$ cat config.mk
export PLATFORM = sky130hd
export DESIGN_NAME = cp1251_to_utf8_encoder_core
export DESIGN_NICKNAME = d
export VERILOG_FILES = /design/src/rtl/core/cp1251u8_pkg.sv /design/src/rtl/core/cp1251u8_lookup.sv /design/src/rtl/core/cp1251u8_encode.sv /design/src/rtl/core/cp1251u8_serial.sv /design/src/rtl/core/cp1251_to_utf8_encoder_core.sv
export SDC_FILE = /design/constraint.sdc
export NUM_CORES = 1
export LEC_CHECK = 0
export BUFFER_PORTS_ARGS = -buffer_cell sky130_fd_sc_hd__buf_2
export CORE_MARGIN = 2
export CORE_UTILIZATION = 41
export DETAILED_ROUTE_END_ITERATION = 10
export PLACE_DENSITY = 0.63
export SLEW_MARGIN = 20
export SYNTH_ARGS = -nofsm -noshare
export SYNTH_HDL_FRONTEND = slang
export SYNTH_SLANG_ARGS = --single-unit
$ cat constraint.sdc
create_clock -name clk -period 3.5 [get_ports clk]
set_input_delay 0.175 -clock clk [delete_from_list [all_inputs] [get_ports clk]]
set_output_delay 0.175 -clock clk [all_outputs]
set_load 0.1 [all_outputs]
$ cat src/rtl/core/cp1251u8_pkg.sv
package cp1251u8_pkg;

    localparam int unsigned CP_W = 16;

    localparam logic [CP_W-1:0] TWO_BYTE_LIMIT = 16'h0800;
    localparam logic [CP_W-1:0] ONE_BYTE_LIMIT = 16'h0080;

    localparam logic [7:0] LEAD2_MARK = 8'hC0;
    localparam logic [7:0] LEAD3_MARK = 8'hE0;
    localparam logic [7:0] CONT_MARK  = 8'h80;

    localparam logic [1:0] LEN_ONE   = 2'd1;
    localparam logic [1:0] LEN_TWO   = 2'd2;
    localparam logic [1:0] LEN_THREE = 2'd3;

    localparam logic [CP_W-1:0] HI_MAP [128] = '{
        16'h0402, 16'h0403, 16'h201A, 16'h0453, 16'h201E, 16'h2026, 16'h2020, 16'h2021,
        16'h20AC, 16'h2030, 16'h0409, 16'h2039, 16'h040A, 16'h040C, 16'h040B, 16'h040F,
        16'h0452, 16'h2018, 16'h2019, 16'h201C, 16'h201D, 16'h2022, 16'h2013, 16'h2014,
        16'hFFFD, 16'h2122, 16'h0459, 16'h203A, 16'h045A, 16'h045C, 16'h045B, 16'h045F,
        16'h00A0, 16'h040E, 16'h045E, 16'h0408, 16'h00A4, 16'h0490, 16'h00A6, 16'h00A7,
        16'h0401, 16'h00A9, 16'h0404, 16'h00AB, 16'h00AC, 16'h00AD, 16'h00AE, 16'h0407,
        16'h00B0, 16'h00B1, 16'h0406, 16'h0456, 16'h0491, 16'h00B5, 16'h00B6, 16'h00B7,
        16'h0451, 16'h2116, 16'h0454, 16'h00BB, 16'h0458, 16'h0405, 16'h0455, 16'h0457,
        16'h0410, 16'h0411, 16'h0412, 16'h0413, 16'h0414, 16'h0415, 16'h0416, 16'h0417,
        16'h0418, 16'h0419, 16'h041A, 16'h041B, 16'h041C, 16'h041D, 16'h041E, 16'h041F,
        16'h0420, 16'h0421, 16'h0422, 16'h0423, 16'h0424, 16'h0425, 16'h0426, 16'h0427,
        16'h0428, 16'h0429, 16'h042A, 16'h042B, 16'h042C, 16'h042D, 16'h042E, 16'h042F,
        16'h0430, 16'h0431, 16'h0432, 16'h0433, 16'h0434, 16'h0435, 16'h0436, 16'h0437,
        16'h0438, 16'h0439, 16'h043A, 16'h043B, 16'h043C, 16'h043D, 16'h043E, 16'h043F,
        16'h0440, 16'h0441, 16'h0442, 16'h0443, 16'h0444, 16'h0445, 16'h0446, 16'h0447,
        16'h0448, 16'h0449, 16'h044A, 16'h044B, 16'h044C, 16'h044D, 16'h044E, 16'h044F
    };

    typedef struct packed {
        logic [CP_W-1:0] cp;
        logic            last;
    } cp_item_t;

    typedef struct packed {
        logic [7:0] b0;
        logic [7:0] b1;
        logic [7:0] b2;
        logic [1:0] len;
        logic       last;
    } enc_item_t;

endpackage

$ cat src/rtl/core/cp1251u8_lookup.sv
module cp1251u8_lookup
    import cp1251u8_pkg::*;
(
    input  logic     clk,
    input  logic     rst_n,
    input  logic     src_valid,
    output logic     src_stall,
    input  logic [7:0] in_byte,
    input  logic     final_in,
    output logic     dst_valid,
    input  logic     dst_stall,
    output cp_item_t dst_item
);

    logic     valid_reg;
    logic     advance;
    cp_item_t item_reg;
    cp_item_t item_next;

    assign advance   = !valid_reg || !dst_stall;
    assign src_stall = !advance;

    always_comb
    begin
        item_next.last = final_in;
        if (in_byte[7] == 1'b0)
        begin
            item_next.cp = {8'h00, in_byte};
        end
        else
        begin
            item_next.cp = HI_MAP[in_byte[6:0]];
        end
    end

    always_ff @(posedge clk or negedge rst_n)
    begin
        if (!rst_n)
        begin
            valid_reg <= 1'b0;
        end
        else if (advance)
        begin
            valid_reg <= src_valid;
        end
    end

    always_ff @(posedge clk)
    begin
        if (advance && src_valid)
        begin
            item_reg <= item_next;
        end
    end

    assign dst_valid = valid_reg;
    assign dst_item  = item_reg;

endmodule

$ cat src/rtl/core/cp1251u8_encode.sv
module cp1251u8_encode
    import cp1251u8_pkg::*;
(
    input  logic      clk,
    input  logic      rst_n,
    input  logic      src_valid,
    output logic      src_stall,
    input  cp_item_t  src_item,
    output logic      dst_valid,
    input  logic      dst_stall,
    output enc_item_t dst_item
);

    logic      valid_reg;
    logic      advance;
    enc_item_t item_reg;
    enc_item_t item_next;

    assign advance   = !valid_reg || !dst_stall;
    assign src_stall = !advance;

    always_comb
    begin
        item_next.last = src_item.last;
        item_next.b1   = CONT_MARK | {2'b00, src_item.cp[5:0]};
        item_next.b2   = CONT_MARK | {2'b00, src_item.cp[5:0]};
        if (src_item.cp < ONE_BYTE_LIMIT)
        begin
            item_next.b0  = src_item.cp[7:0];
            item_next.len = LEN_ONE;
        end
        else if (src_item.cp < TWO_BYTE_LIMIT)
        begin
            item_next.b0  = LEAD2_MARK | {3'b000, src_item.cp[10:6]};
            item_next.len = LEN_TWO;
        end
        else
        begin
            item_next.b0  = LEAD3_MARK | {4'h0, src_item.cp[15:12]};
            item_next.b1  = CONT_MARK | {2'b00, src_item.cp[11:6]};
            item_next.len = LEN_THREE;
        end
    end

    always_ff @(posedge clk or negedge rst_n)
    begin
        if (!rst_n)
        begin
            valid_reg <= 1'b0;
        end
        else if (advance)
        begin
            valid_reg <= src_valid;
        end
    end

    always_ff @(posedge clk)
    begin
        if (advance && src_valid)
        begin
            item_reg <= item_next;
        end
    end

    assign dst_valid = valid_reg;
    assign dst_item  = item_reg;

endmodule

$ cat src/rtl/core/cp1251u8_serial.sv
module cp1251u8_serial
    import cp1251u8_pkg::*;
(
    input  logic       clk,
    input  logic       rst_n,
    input  logic       src_valid,
    output logic       src_stall,
    input  enc_item_t  src_item,
    output logic       res_valid,
    input  logic       res_stall,
    output logic [7:0] out_byte,
    output logic       char_end,
    output logic       text_end
);

    logic       out_valid_reg;
    logic [1:0] cnt_reg;
    logic [1:0] cnt_next;
    logic [7:0] buf1_reg;
    logic [7:0] buf2_reg;
    logic       last_reg;
    logic [7:0] byte_reg;
    logic       char_end_reg;
    logic       text_end_reg;
    logic       out_free;
    logic       take;
    logic       drain;

    assign out_free  = !out_valid_reg || !res_stall;
    assign drain     = out_free && (cnt_reg != 2'd0);
    assign take      = out_free && (cnt_reg == 2'd0) && src_valid;
    assign src_stall = !(out_free && (cnt_reg == 2'd0));

    always_comb
    begin
        cnt_next = cnt_reg;
        if (drain)
        begin
            cnt_next = cnt_reg - 2'd1;
        end
        else if (take)
        begin
            cnt_next = src_item.len - 2'd1;
        end
    end

    always_ff @(posedge clk or negedge rst_n)
    begin
        if (!rst_n)
        begin
            out_valid_reg <= 1'b0;
            cnt_reg       <= 2'd0;
        end
        else
        begin
            cnt_reg <= cnt_next;
            if (out_free)
            begin
                out_valid_reg <= drain || take;
            end
        end
    end

    always_ff @(posedge clk)
    begin
        if (drain)
        begin
            byte_reg     <= buf1_reg;
            char_end_reg <= (cnt_reg == 2'd1);
            text_end_reg <= (cnt_reg == 2'd1) && last_reg;
            buf1_reg     <= buf2_reg;
        end
        else if (take)
        begin
            byte_reg     <= src_item.b0;
            char_end_reg <= (src_item.len == LEN_ONE);
            text_end_reg <= (src_item.len == LEN_ONE) && src_item.last;
            buf1_reg     <= src_item.b1;
            buf2_reg     <= src_item.b2;
            last_reg     <= src_item.last;
        end
    end

    assign res_valid = out_valid_reg;
    assign out_byte  = byte_reg;
    assign char_end  = char_end_reg;
    assign text_end  = text_end_reg;

endmodule

$ cat src/rtl/core/cp1251_to_utf8_encoder_core.sv
// Converts a stream of Windows-1251 bytes into UTF-8, one input byte per transfer and
// one UTF-8 byte per result transfer, lead byte first. A character gives one output
// byte when it is ASCII (0x00 to 0x7F), two when its code point is below U+0800, and
// three otherwise. The single-byte result register of the output serializer takes the
// next character only as the last byte of the current one leaves, so longer characters
// hold off input. The first byte of a character is registered in turn by the table
// lookup, encoding and serializer stages before it is presented. char_end marks the
// last byte of each character and text_end also marks it when the input byte came
// with final_in set.
module cp1251_to_utf8_encoder_core
    import cp1251u8_pkg::*;
(
    input  logic       clk,
    input  logic       rst_n,
    input  logic       src_valid,
    output logic       src_stall,
    input  logic [7:0] in_byte,
    input  logic       final_in,
    output logic       res_valid,
    input  logic       res_stall,
    output logic [7:0] out_byte,
    output logic       char_end,
    output logic       text_end
);

    logic      cp_valid;
    logic      cp_stall;
    cp_item_t  cp_item;
    logic      enc_valid;
    logic      enc_stall;
    enc_item_t enc_item;

    cp1251u8_lookup u_lookup (
        .clk       (clk),
        .rst_n     (rst_n),
        .src_valid (src_valid),
        .src_stall (src_stall),
        .in_byte   (in_byte),
        .final_in  (final_in),
        .dst_valid (cp_valid),
        .dst_stall (cp_stall),
        .dst_item  (cp_item)
    );

    cp1251u8_encode u_encode (
        .clk       (clk),
        .rst_n     (rst_n),
        .src_valid (cp_valid),
        .src_stall (cp_stall),
        .src_item  (cp_item),
        .dst_valid (enc_valid),
        .dst_stall (enc_stall),
        .dst_item  (enc_item)
    );

    cp1251u8_serial u_serial (
        .clk       (clk),
        .rst_n     (rst_n),
        .src_valid (enc_valid),
        .src_stall (enc_stall),
        .src_item  (enc_item),
        .res_valid (res_valid),
        .res_stall (res_stall),
        .out_byte  (out_byte),
        .char_end  (char_end),
        .text_end  (text_end)
    );

endmodule

==> impl_metrics.py, run 1 <==
metrics = {
    "synth": {
        "synth.mux.area_fraction": 0.06239,
        "ys_ff_latch": 64,
        "syn_avg_cell_area_sq_um": 10.63,
        "synthAdderAreaFrac": 0.04582,
        "yosysTopAreaCell": "edfxtp_1",
        "synth_area_leaders": "edfxtp_1 50%, nand2_1 6.6%, ha_1 4.6%, dfrtp_1 3.5%, mux2i_1 3.4%",
        "async_reset_ff_frac": 0.07813,
        "synth_nets": 360,
        "syn_inst": 334,
        "synth-compound-area-share": 0.1297,
        "syn_area_sq_um": 3550,
        "synth.distinct_cells": 51,
        "synth_top_family_by_area": "simple AND/OR/NAND/NOR gates",
        "synth_enable_flop_cells": 59,
        "synth_ff_type": "edfxtp_1",
        "synth_top_area_frac": 0.4991,
        "ys_warn_count": 0,
        "yosys.area_share.simple": 0.1794,
        "synth_common_cells": "62 x nand2_1, 59 x edfxtp_1, 20 x o21ai_0",
        "synth-xor-area-share": 0.002467,
        "yosysSeqAreaShare": 0.5344,
        "yosys.cell_count.top_type": "nand2_1",
    },
    "drt": {
        "wl_um": 6770,
        "ant_nets": 0,
        "firstDrtPassIters": 5,
        "first_iter_violations": 174,
        "detail_route.wl_per_cell_um": 14.78,
        "vias": 2476,
        "drc": 0,
        "viasPerCell": 5.406,
    },
    "finish": {
        "drive_above_1_share": 0.1586,
        "area_growth_syn_to_layout_pct": 9.552,
        "largest_reg_flops": 23,
        "fillCellCount": 747,
        "antenna_cells": 0,
        "final_nets": 374,
    },
    "sta": {
        "slew_headroom": 0.3712,
        "fin_skew_ps": 4.510,
        "slew_violations": 0,
        "final.setup.tns_ps": 0,
        "max_freq_ghz": 0.4658,
        "hold_viol": 0,
        "setup_violations": 0,
        "period_share": 0.6134,
        "rsz0062_at_grt": "no",
        "finalWorstSetupSlack_ps": 1353,
        "worst_pin_slew_ps": 943.3,
        "finalCriticalPeriod_ps": 2147,
    },
    "critical_path": {
        "crit_path_end_kind": "flop",
        "arrival_ps": 2060,
        "critPathSlowestCell": "nand2_1",
        "slowest_delay_ps": 570,
        "crit_required_ps": 3410,
        "start_kind": "flop",
        "criticalPathCategory": "reg -> reg",
        "critPathMaxFanout": 16,
        "path_cells": "inv_1 > ha_1 > nand2b_1 > nand2_1",
    },
    "power": {
        "ir_drop_mv": 0.2243,
        "p_leak_uw": 0.001486,
        "powerDensity_nw_per_um2": 693.3,
        "power_uw": 2696,
    },
    "cts": {
        "cts_tree": "yes",
        "clkSinkCount": 64,
        "clkTransAtPathRegs_ps": 60,
        "clk_path_buf_depth": 2,
        "cts_max_level": 3,
        "post_cts_buffers": 0,
        "cts_buffers": 9,
        "root_buffer": "clkbuf_8",
        "clock_latency_ps": 330,
    },
    "floorplanning": {
        "placeableCoreArea_sq_um": 8299,
        "num_rows": 33,
        "die_area_sq_um": 9418,
        "die_y_um": 97.05,
        "fp.dieW_um": 97.05,
        "pin_count": 25,
        "initial_core_util": 0.4277,
    },
    "global_route": {
        "overflow": 0,
        "track_usage": 0.1475,
        "antenna_found_initial": 0,
        "grt_pass1_wl_um": 11390,
        "grt_pass1_vias": 2367,
        "grt_max_degree": 40,
    },
    "placed_design": {
        "io_buffers": 24,
        "dpl_worst_slack_ps": 1333,
        "gp_congestion": 0.8202,
        "dp_hpwl_um": 4642,
    },
    "flow_run": {
        "drv_cap": 0,
    },
    "run_status": {
        "status": "finished clean",
    },
    "hold_path": {
        "worst_hold_path_type": "in -> reg",
    },
}
-- final cells by class --
type	count	area, sq um	area share
clock buffers	10	127.6	0.03282
clock inverters	6	50.05	0.01287
inverters	14	55.05	0.01416
multi-input cells	233	1490	0.3832
flip-flops and latches	64	1897	0.4878
well taps	105	131.4	0.03378
repair buffers	26	137.6	0.03539
-- layout by cell type, fill, tap and decap left out, drive strengths merged, types with 4 or more instances in the layout --
cell	synthesis	final
nor2	12	12
o21ai	20	20
mux2	5	5
ha	13	13
clkinv	1	6
nor4	4	4
nor2b	9	9
and2	6	6
inv	13	13
nor3	4	4
dfrtp	5	5
or2	5	5
nand2	62	62
edfxtp	59	59
mux2i	12	12
a21oi	14	14
nand3	6	6
clkbuf	14	10
a31oi	4	4
a211oi	6	6
buf	9	25
nand2b	12	12
-- final timing paths --
kind | start | to | slack, ps | cells after the start
worst max-delay path | u_serial.cnt_reg[0] | u_serial.buf1_reg[1] | 1350 | 4
worst min-delay path | final_in | u_lookup.dst_item[0] | 30 | 1
worst max register to register | u_serial.cnt_reg[0] | u_serial.buf1_reg[1] | 1350 | 4
worst min register to register | u_encode.dst_item[8] | u_serial.buf2_reg[5] | 410 | 0
max in group asynchronous | rst_n | u_serial.res_valid | 3180 | 2
min in group asynchronous | rst_n | u_serial.cnt_reg[0] | 190 | 2
-- through the flow --
stage	hold WS (ps)	std cells	cell area, sq um	util
finish	28.97	458	3889	0.4686
global route	10.11	458	3889	0.4686
CTS	19.10	458	3889	0.4686
detailed placement	-3.272	441	3701	0.4460
global placement	-9.112	441	3701	0.4460
floorplan	-120.6	334	3550	-
-- metal layers --
layer | up-vias | wire [um] | global-route usage
met1 | 1143 | 2941 | 0.1863
met3 | 18 | 330 | 0.01590
li1 | 1235 | - | -
met4 | 0 | 158 | 0.07476
met2 | 80 | 3338 | 0.2505
met5 | - | 0 | 0
-- power breakdown --
group          total, uW  internal (uW)  switching, uW
clock                576            318            258
combinational        922            191            731
sequential          1200           1130           71.1
total               2700           1640           1060
-- kinds of logic after synthesis --
| logic type | after synthesis |
|---|---|
| flip-flops | 64 |
| AND/OR/NAND/NOR | 131 |
| adder cells (fa/ha/maj) | 13 |
| multiplexers | 19 |
| AO/OA/AOI/OAI | 69 |
| XOR/XNOR | 1 |
| buffers and inverters | 37 |
-- worst max-delay path, delay by kind of cell, from the launching register on --
| kind | cells | cell delay [ps] |
|---|---|---|
| adders and majority gates | 1 | 190 |
| buffers and inverters | 1 | 90 |
| DFF | 1 | 400 |
| and+or+nand+nor | 2 | 1050 |
-- timing repair --
item | in CTS | in global routing
resized for setup | 0 | 0
endpoints found under the hold margin | 5 | 0
setup endpoints to repair | 0 | 0
hold buffers | 1 | 0
(Power assumes the default switching activity.)
==> run 2: changes to the inputs <==
--- a/config.mk
+++ b/config.mk
@@ -5,6 +5,7 @@
 export SDC_FILE = /design/constraint.sdc
 export NUM_CORES = 1
 export LEC_CHECK = 0
+export ABC_AREA = 1
 export BUFFER_PORTS_ARGS = -buffer_cell sky130_fd_sc_hd__buf_2
 export CORE_MARGIN = 2
 export CORE_UTILIZATION = 41
==> constraint.sdc (replaced) <==
create_clock -name clk -period 2 [get_ports clk]
set_input_delay 0.1 -clock clk [delete_from_list [all_inputs] [get_ports clk]]
set_output_delay 0.1 -clock clk [all_outputs]
set_load 0.1 [all_outputs]
==> impl_metrics.py, run 2 <==
metrics = {
    "synth": {
        "yosysTopAreaCell": "edfxtp_1",
        "synth_area_leaders": "edfxtp_1 51%, nand2_1 16%, ha_1 4.6%, nand3_1 4.0%, inv_1 3.6%",
        "synth_ff_type": "edfxtp_1",
        "synth_enable_flop_cells": 59,
        "ys_ff_latch": 64,
        "syn_area_sq_um": 3507,
        "yosysSeqAreaShare": 0.5408,
        "syn_inst": 396,
        "yosys.cell_count.top_type": "nand2_1",
        "synth_top_area_frac": 0.5052,
        "ys_warn_count": 0,
        "syn_avg_cell_area_sq_um": 8.856,
        "async_reset_ff_frac": 0.07813,
        "synth_nets": 422,
        "synth_common_cells": "152 x nand2_1, 59 x edfxtp_1, 34 x inv_1",
        "synth.distinct_cells": 31,
    },
    "drt": {
        "firstDrtPassIters": 4,
        "ant_nets": 0,
        "vias": 2672,
        "viasPerCell": 4.957,
        "detail_route.wl_per_cell_um": 12.95,
        "drc": 0,
        "first_iter_violations": 180,
        "wl_um": 6979,
    },
    "critical_path": {
        "start_kind": "flop",
        "crit_path_end_kind": "output port",
        "cpMostUsedCell": "nand2_1",
        "criticalPathCategory": "reg -> out",
        "crit_start": "u_serial.cnt_reg[0]",
        "path_cells": "inv_1 > ha_1 > nand2_1 > nand2_1 > nor2_4 > buf_2",
        "slowest_delay_ps": 430,
        "critPathSlowestCell": "buf_2",
        "r2r-start": "u_serial.cnt_reg[0]",
        "critPathMaxFanout": 3,
        "crit_required_ps": 1900,
        "arrival_ps": 1760,
    },
    "cts": {
        "clock_latency_ps": 330,
        "clkSinkCount": 64,
        "clkTransAtPathRegs_ps": 70,
        "cts_buffers": 9,
        "root_buffer": "clkbuf_8",
        "cts.repair.resized": 0,
        "clk_path_buf_depth": 2,
        "cts_tree": "yes",
        "cts_max_level": 3,
    },
    "finish": {
        "layout_commonest_cell": "nand2_1",
        "final_nets": 455,
        "final_area_sq_um": 3968,
        "final_cell_mix": "151 x nand2_1, 59 x edfxtp_1, 32 x nor2_1",
        "antenna_cells": 0,
        "layout.cells.non_filler": 539,
        "largest_reg_flops": 23,
        "drive_above_1_share": 0.1567,
        "area_growth_syn_to_layout_pct": 13.13,
    },
    "global_route": {
        "grt_max_degree": 24,
        "antenna_found_initial": 0,
        "overflow": 0,
        "track_usage": 0.1692,
        "grt_pass1_vias": 2661,
        "grt_pass1_wl_um": 11940,
    },
    "flow_run": {
        "drv_cap": 0,
    },
    "run_status": {
        "status": "finished clean",
    },
    "placed_design": {
        "io_buffers": 24,
        "gp_congestion": 0.9174,
        "placed_cell_area_sq_um": 3706,
        "dp_cells": 519,
        "dp_hpwl_um": 5128,
    },
    "floorplanning": {
        "placeableCoreArea_sq_um": 8258,
        "num_rows": 33,
        "pin_count": 25,
        "fp.dieW_um": 96.49,
        "die_y_um": 96.49,
        "initial_core_util": 0.4247,
        "die_area_sq_um": 9309,
    },
    "sta": {
        "worst_hold_slack_ps": 104.0,
        "slew_headroom": 0.6629,
        "final.setup.tns_ps": 0,
        "hold_viol": 0,
        "setup_violations": 0,
        "worst_pin_slew_ps": 503.8,
        "max_freq_ghz": 0.5380,
        "fin_skew_ps": 5.823,
        "finalCriticalPeriod_ps": 1859,
        "period_share": 0.9293,
        "slew_violations": 0,
        "rsz0062_at_grt": "no",
    },
    "power": {
        "ir_drop_mv": 0.4959,
        "powerDensity_nw_per_um2": 1493,
        "p_leak_uw": 0.001768,
    },
    "hold_path": {
        "worst_hold_path_type": "in -> async",
    },
}
-- run 2: worst paths after layout --
path	end	slack, ps	cells past startpoint
min in group clk	u_lookup.dst_item[7]	120	3
hold / removal	u_serial.res_valid	100	2
max in group asynchronous	u_serial.res_valid	1750	2
setup / recovery	src_stall	140	6
hold reg to reg	u_serial.buf2_reg[2]	420	0
setup reg to reg	u_serial.out_byte[7]	390	6
-- run 2: area by class of cell --
class	instances	area [sq um]
Clock buffer	11	141.4
Clock inverter	5	80.08
Fill cell	807	4290
Inverter	38	157.7
Multi-Input combinational cell	282	1351
Sequential cell	64	1901
Tap cell	105	131.4
Timing Repair Buffer	34	205.2
-- run 2: critical path, delay by kind of cell (launching register included) --
| kind | cells | cell delay [ps] |
|---|---|---|
| buffers and inverters | 2 | 500 |
| adders and majority gates | 1 | 210 |
| and+or+nand+nor | 3 | 370 |
| DFF | 1 | 350 |
-- run 2: repair_timing --
item | CTS | global route
hold buffers | 4 | 0
setup buffers | 0 | 0
endpoints found under the setup margin | 0 | 0
hold endpoints to repair | 8 | 0
-- run 2: cells by family (layout without fill, tap and decap cells) --
group                      after synthesis  after routing  synth area share
AOI/OAI and AO/OA                       46             46           0.07742
adders and majority gates               13             13           0.04638
buffers and inverters                   50             88           0.07777
and+or+nand+nor                        223            223            0.2576
DFF                                     64             64            0.5408
-- run 2: power breakdown --
group	total, uW	internal, uW	switching [uW]
Sequential	2420	2260	162
Combinational	2290	457	1840
Clock	1210	734	477
-- run 2: metal layers --
metal  part of all wire  GRT usage  vias to the layer above  routed length (um)
met5                  0          0                        -                   0
met4              0.039     0.1127                        0                 269
met3              0.059    0.02560                       21                 412
met2               0.49     0.2836                       88                3419
met1               0.41     0.2012                     1197                2877
li1                   -          -                     1366                   -
-- run 2: per-stage QoR --
step | utilization | total power, uW | setup WS (ps)
2_1_floorplan | - | 4324 | 34.62
3_3_place_gp | 0.4488 | 4741 | 381.2
3_5_place_dp | 0.4488 | 4770 | 364.9
4_1_cts | 0.4805 | 5981 | 120.2
5_1_grt | 0.4805 | 6308 | 4.416
6_report | 0.4805 | 5922 | 141.4
==> run 3: changes to the inputs <==
--- a/config.mk
+++ b/config.mk
@@ -9,8 +9,9 @@
 export BUFFER_PORTS_ARGS = -buffer_cell sky130_fd_sc_hd__buf_2
 export CORE_MARGIN = 2
 export CORE_UTILIZATION = 41
+export CTS_CLUSTER_SIZE = 40
 export DETAILED_ROUTE_END_ITERATION = 10
-export PLACE_DENSITY = 0.63
+export PLACE_DENSITY = 0.65
 export SLEW_MARGIN = 20
 export SYNTH_ARGS = -nofsm -noshare
 export SYNTH_HDL_FRONTEND = slang
==> constraint.sdc (replaced) <==
create_clock -name clk -period 1.55 [get_ports clk]
set_input_delay 0.0775 -clock clk [delete_from_list [all_inputs] [get_ports clk]]
set_output_delay 0.0775 -clock clk [all_outputs]
set_load 0.1 [all_outputs]
==> impl_metrics.py, run 3 (synthesis gave the netlist of run 2 again) <==
metrics = {
    "drt": {
        "drc": 0,
        "dr_wl_met3_um": 365,
        "viasPerCell": 4.986,
        "ant_nets": 0,
        "detail_route.wl_per_cell_um": 13.17,
        "m1WireLength_um": 2929,
        "top_layer": "met4",
        "wl_um": 7364,
        "vias": 2787,
        "firstDrtPassIters": 5,
        "first_iter_violations": 154,
        "wl_met2_um": 3794,
    },
    "placed_design": {
        "dpl_worst_slack_ps": 23.00,
        "dp_hpwl_um": 5394,
        "gp_congestion": 1.008,
        "dp_cells": 535,
        "io_buffers": 24,
    },
    "sta": {
        "hold_viol": 0,
        "slew_violations": 0,
        "slew_headroom": 0.6782,
        "period_share": 0.9624,
        "worst_pin_slew_ps": 486.0,
        "rsz0062_at_grt": "yes",
        "fin_skew_ps": 9.339,
        "finalCriticalPeriod_ps": 1492,
        "finalWorstSetupSlack_ps": 58.23,
        "final.setup.tns_ps": 0,
        "setup_violations": 0,
        "max_freq_ghz": 0.6703,
    },
    "critical_path": {
        "critPathMaxFanout": 3,
        "arrival_ps": 1410,
        "path_cells": "inv_2 > ha_4 > nand2_4 > nand2_4 > nor2_4 > buf_6 > buf_12",
        "critical-path-top-delay-family": "flip-flops",
        "start_kind": "flop",
        "crit_end": "src_stall",
        "crit_path_end_kind": "output port",
        "slowest_delay_ps": 360,
        "worstSetupPathDepth": 7,
        "crit_buf_inv": 3,
        "r2r_end": "u_lookup.dst_item[7]",
        "r2r-start": "u_serial.cnt_reg[0]",
        "critPathSlowestCell": "dfrtp_1",
        "crit_start": "u_serial.cnt_reg[0]",
        "r2r_cells": 9,
        "criticalPathCategory": "reg -> out",
        "cpMostUsedCell": "nand2_4",
        "crit_required_ps": 1470,
        "regToRegSetupSlack_ps": 80,
    },
    "power": {
        "p_leak_uw": 0.001862,
        "powerDensity_nw_per_um2": 1898,
        "ir_drop_mv": 0.8095,
    },
    "cts": {
        "clkTransAtPathRegs_ps": 70,
        "root_buffer": "clkbuf_8",
        "cts_max_level": 3,
        "cts_tree": "yes",
        "cts_buffers": 9,
        "clock_latency_ps": 340,
        "clkSinkCount": 64,
        "clk_path_buf_depth": 2,
    },
    "floorplanning": {
        "num_rows": 33,
        "initial_core_util": 0.4247,
        "die_area_sq_um": 9309,
        "placeableCoreArea_sq_um": 8258,
        "die_y_um": 96.49,
        "pin_count": 25,
        "fp.dieW_um": 96.49,
    },
    "hold_path": {
        "worst_hold_path_type": "in -> async",
    },
    "finish": {
        "final_nets": 475,
        "utilization": 0.5021,
        "fillCellCount": 787,
        "layout_commonest_cell": "nand2_1",
        "area_growth_syn_to_layout_pct": 18.23,
        "largest_reg_flops": 23,
        "drive_above_1_share": 0.2004,
        "layout.cells.non_filler": 559,
        "antenna_cells": 0,
        "final_cell_mix": "148 x nand2_1, 59 x edfxtp_1, 31 x nor2_1",
    },
    "global_route": {
        "track_usage": 0.1754,
        "grt_pass1_wl_um": 12420,
        "grt_pass1_vias": 2761,
        "overflow": 0,
        "antenna_found_initial": 0,
        "grt_max_degree": 24,
    },
    "flow_run": {
        "drv_cap": 0,
    },
    "run_status": {
        "status": "finished clean",
    },
}
-- run 3: worst min-delay path by stage --
stage	endpoint	slack, ps	cells after the start
2_1_floorplan	u_encode.dst_valid	-220	0
3_3_place_gp	u_lookup.dst_valid	-100	1
3_5_place_dp	u_lookup.dst_valid	-90	1
4_1_cts	u_serial.res_valid	70	2
5_1_grt	u_serial.res_valid	90	2
6_report	u_serial.res_valid	90	2
-- run 3: report_power, final --
group | switching (uW) | internal (uW) | leakage, uW
registers | 234 | 2910 | 0.000613
clock network | 589 | 546 | 0.0000804
logic | 2540 | 1060 | 0.00117
total | 3360 | 4510 | 0.00186
-- run 3: cell type report --
cell class                 instances  area [sq um]  area share
clock buffer                       9         123.9     0.02987
clock inverter                     7         28.78    0.006940
inverter                          38         162.7     0.03923
multi-input combinational        282          1396      0.3368
sequential                        64          1901      0.4584
tap                              105         131.4     0.03168
timing repair buffer              54         402.9     0.09716
-- run 3: repair_timing --
item,4_1_cts,5_1_grt
hold buffers,4,0
setup endpoints to repair,1,31
setup buffers,3,1
resized for setup,2,6
hold endpoints to repair,8,0
pin swaps,3,1
-- run 3: per-stage QoR --
stage	hold slack, ps	cell area (sq um)	power, uW
final	91.13	4146	7870
after detailed placement	-94.06	3899	6641
after global placement	-101.2	3899	6557
after CTS	73.04	4126	7888
after floorplan	-218.1	3557	5659
after global routing	90.57	4146	8395
-- run 3: layer usage --
layer | track usage | up-vias
li1 | - | 1419
met1 | 0.1994 | 1240
met2 | 0.3044 | 102
met3 | 0.01862 | 26
met4 | 0.1291 | 0
met5 | 0 | -
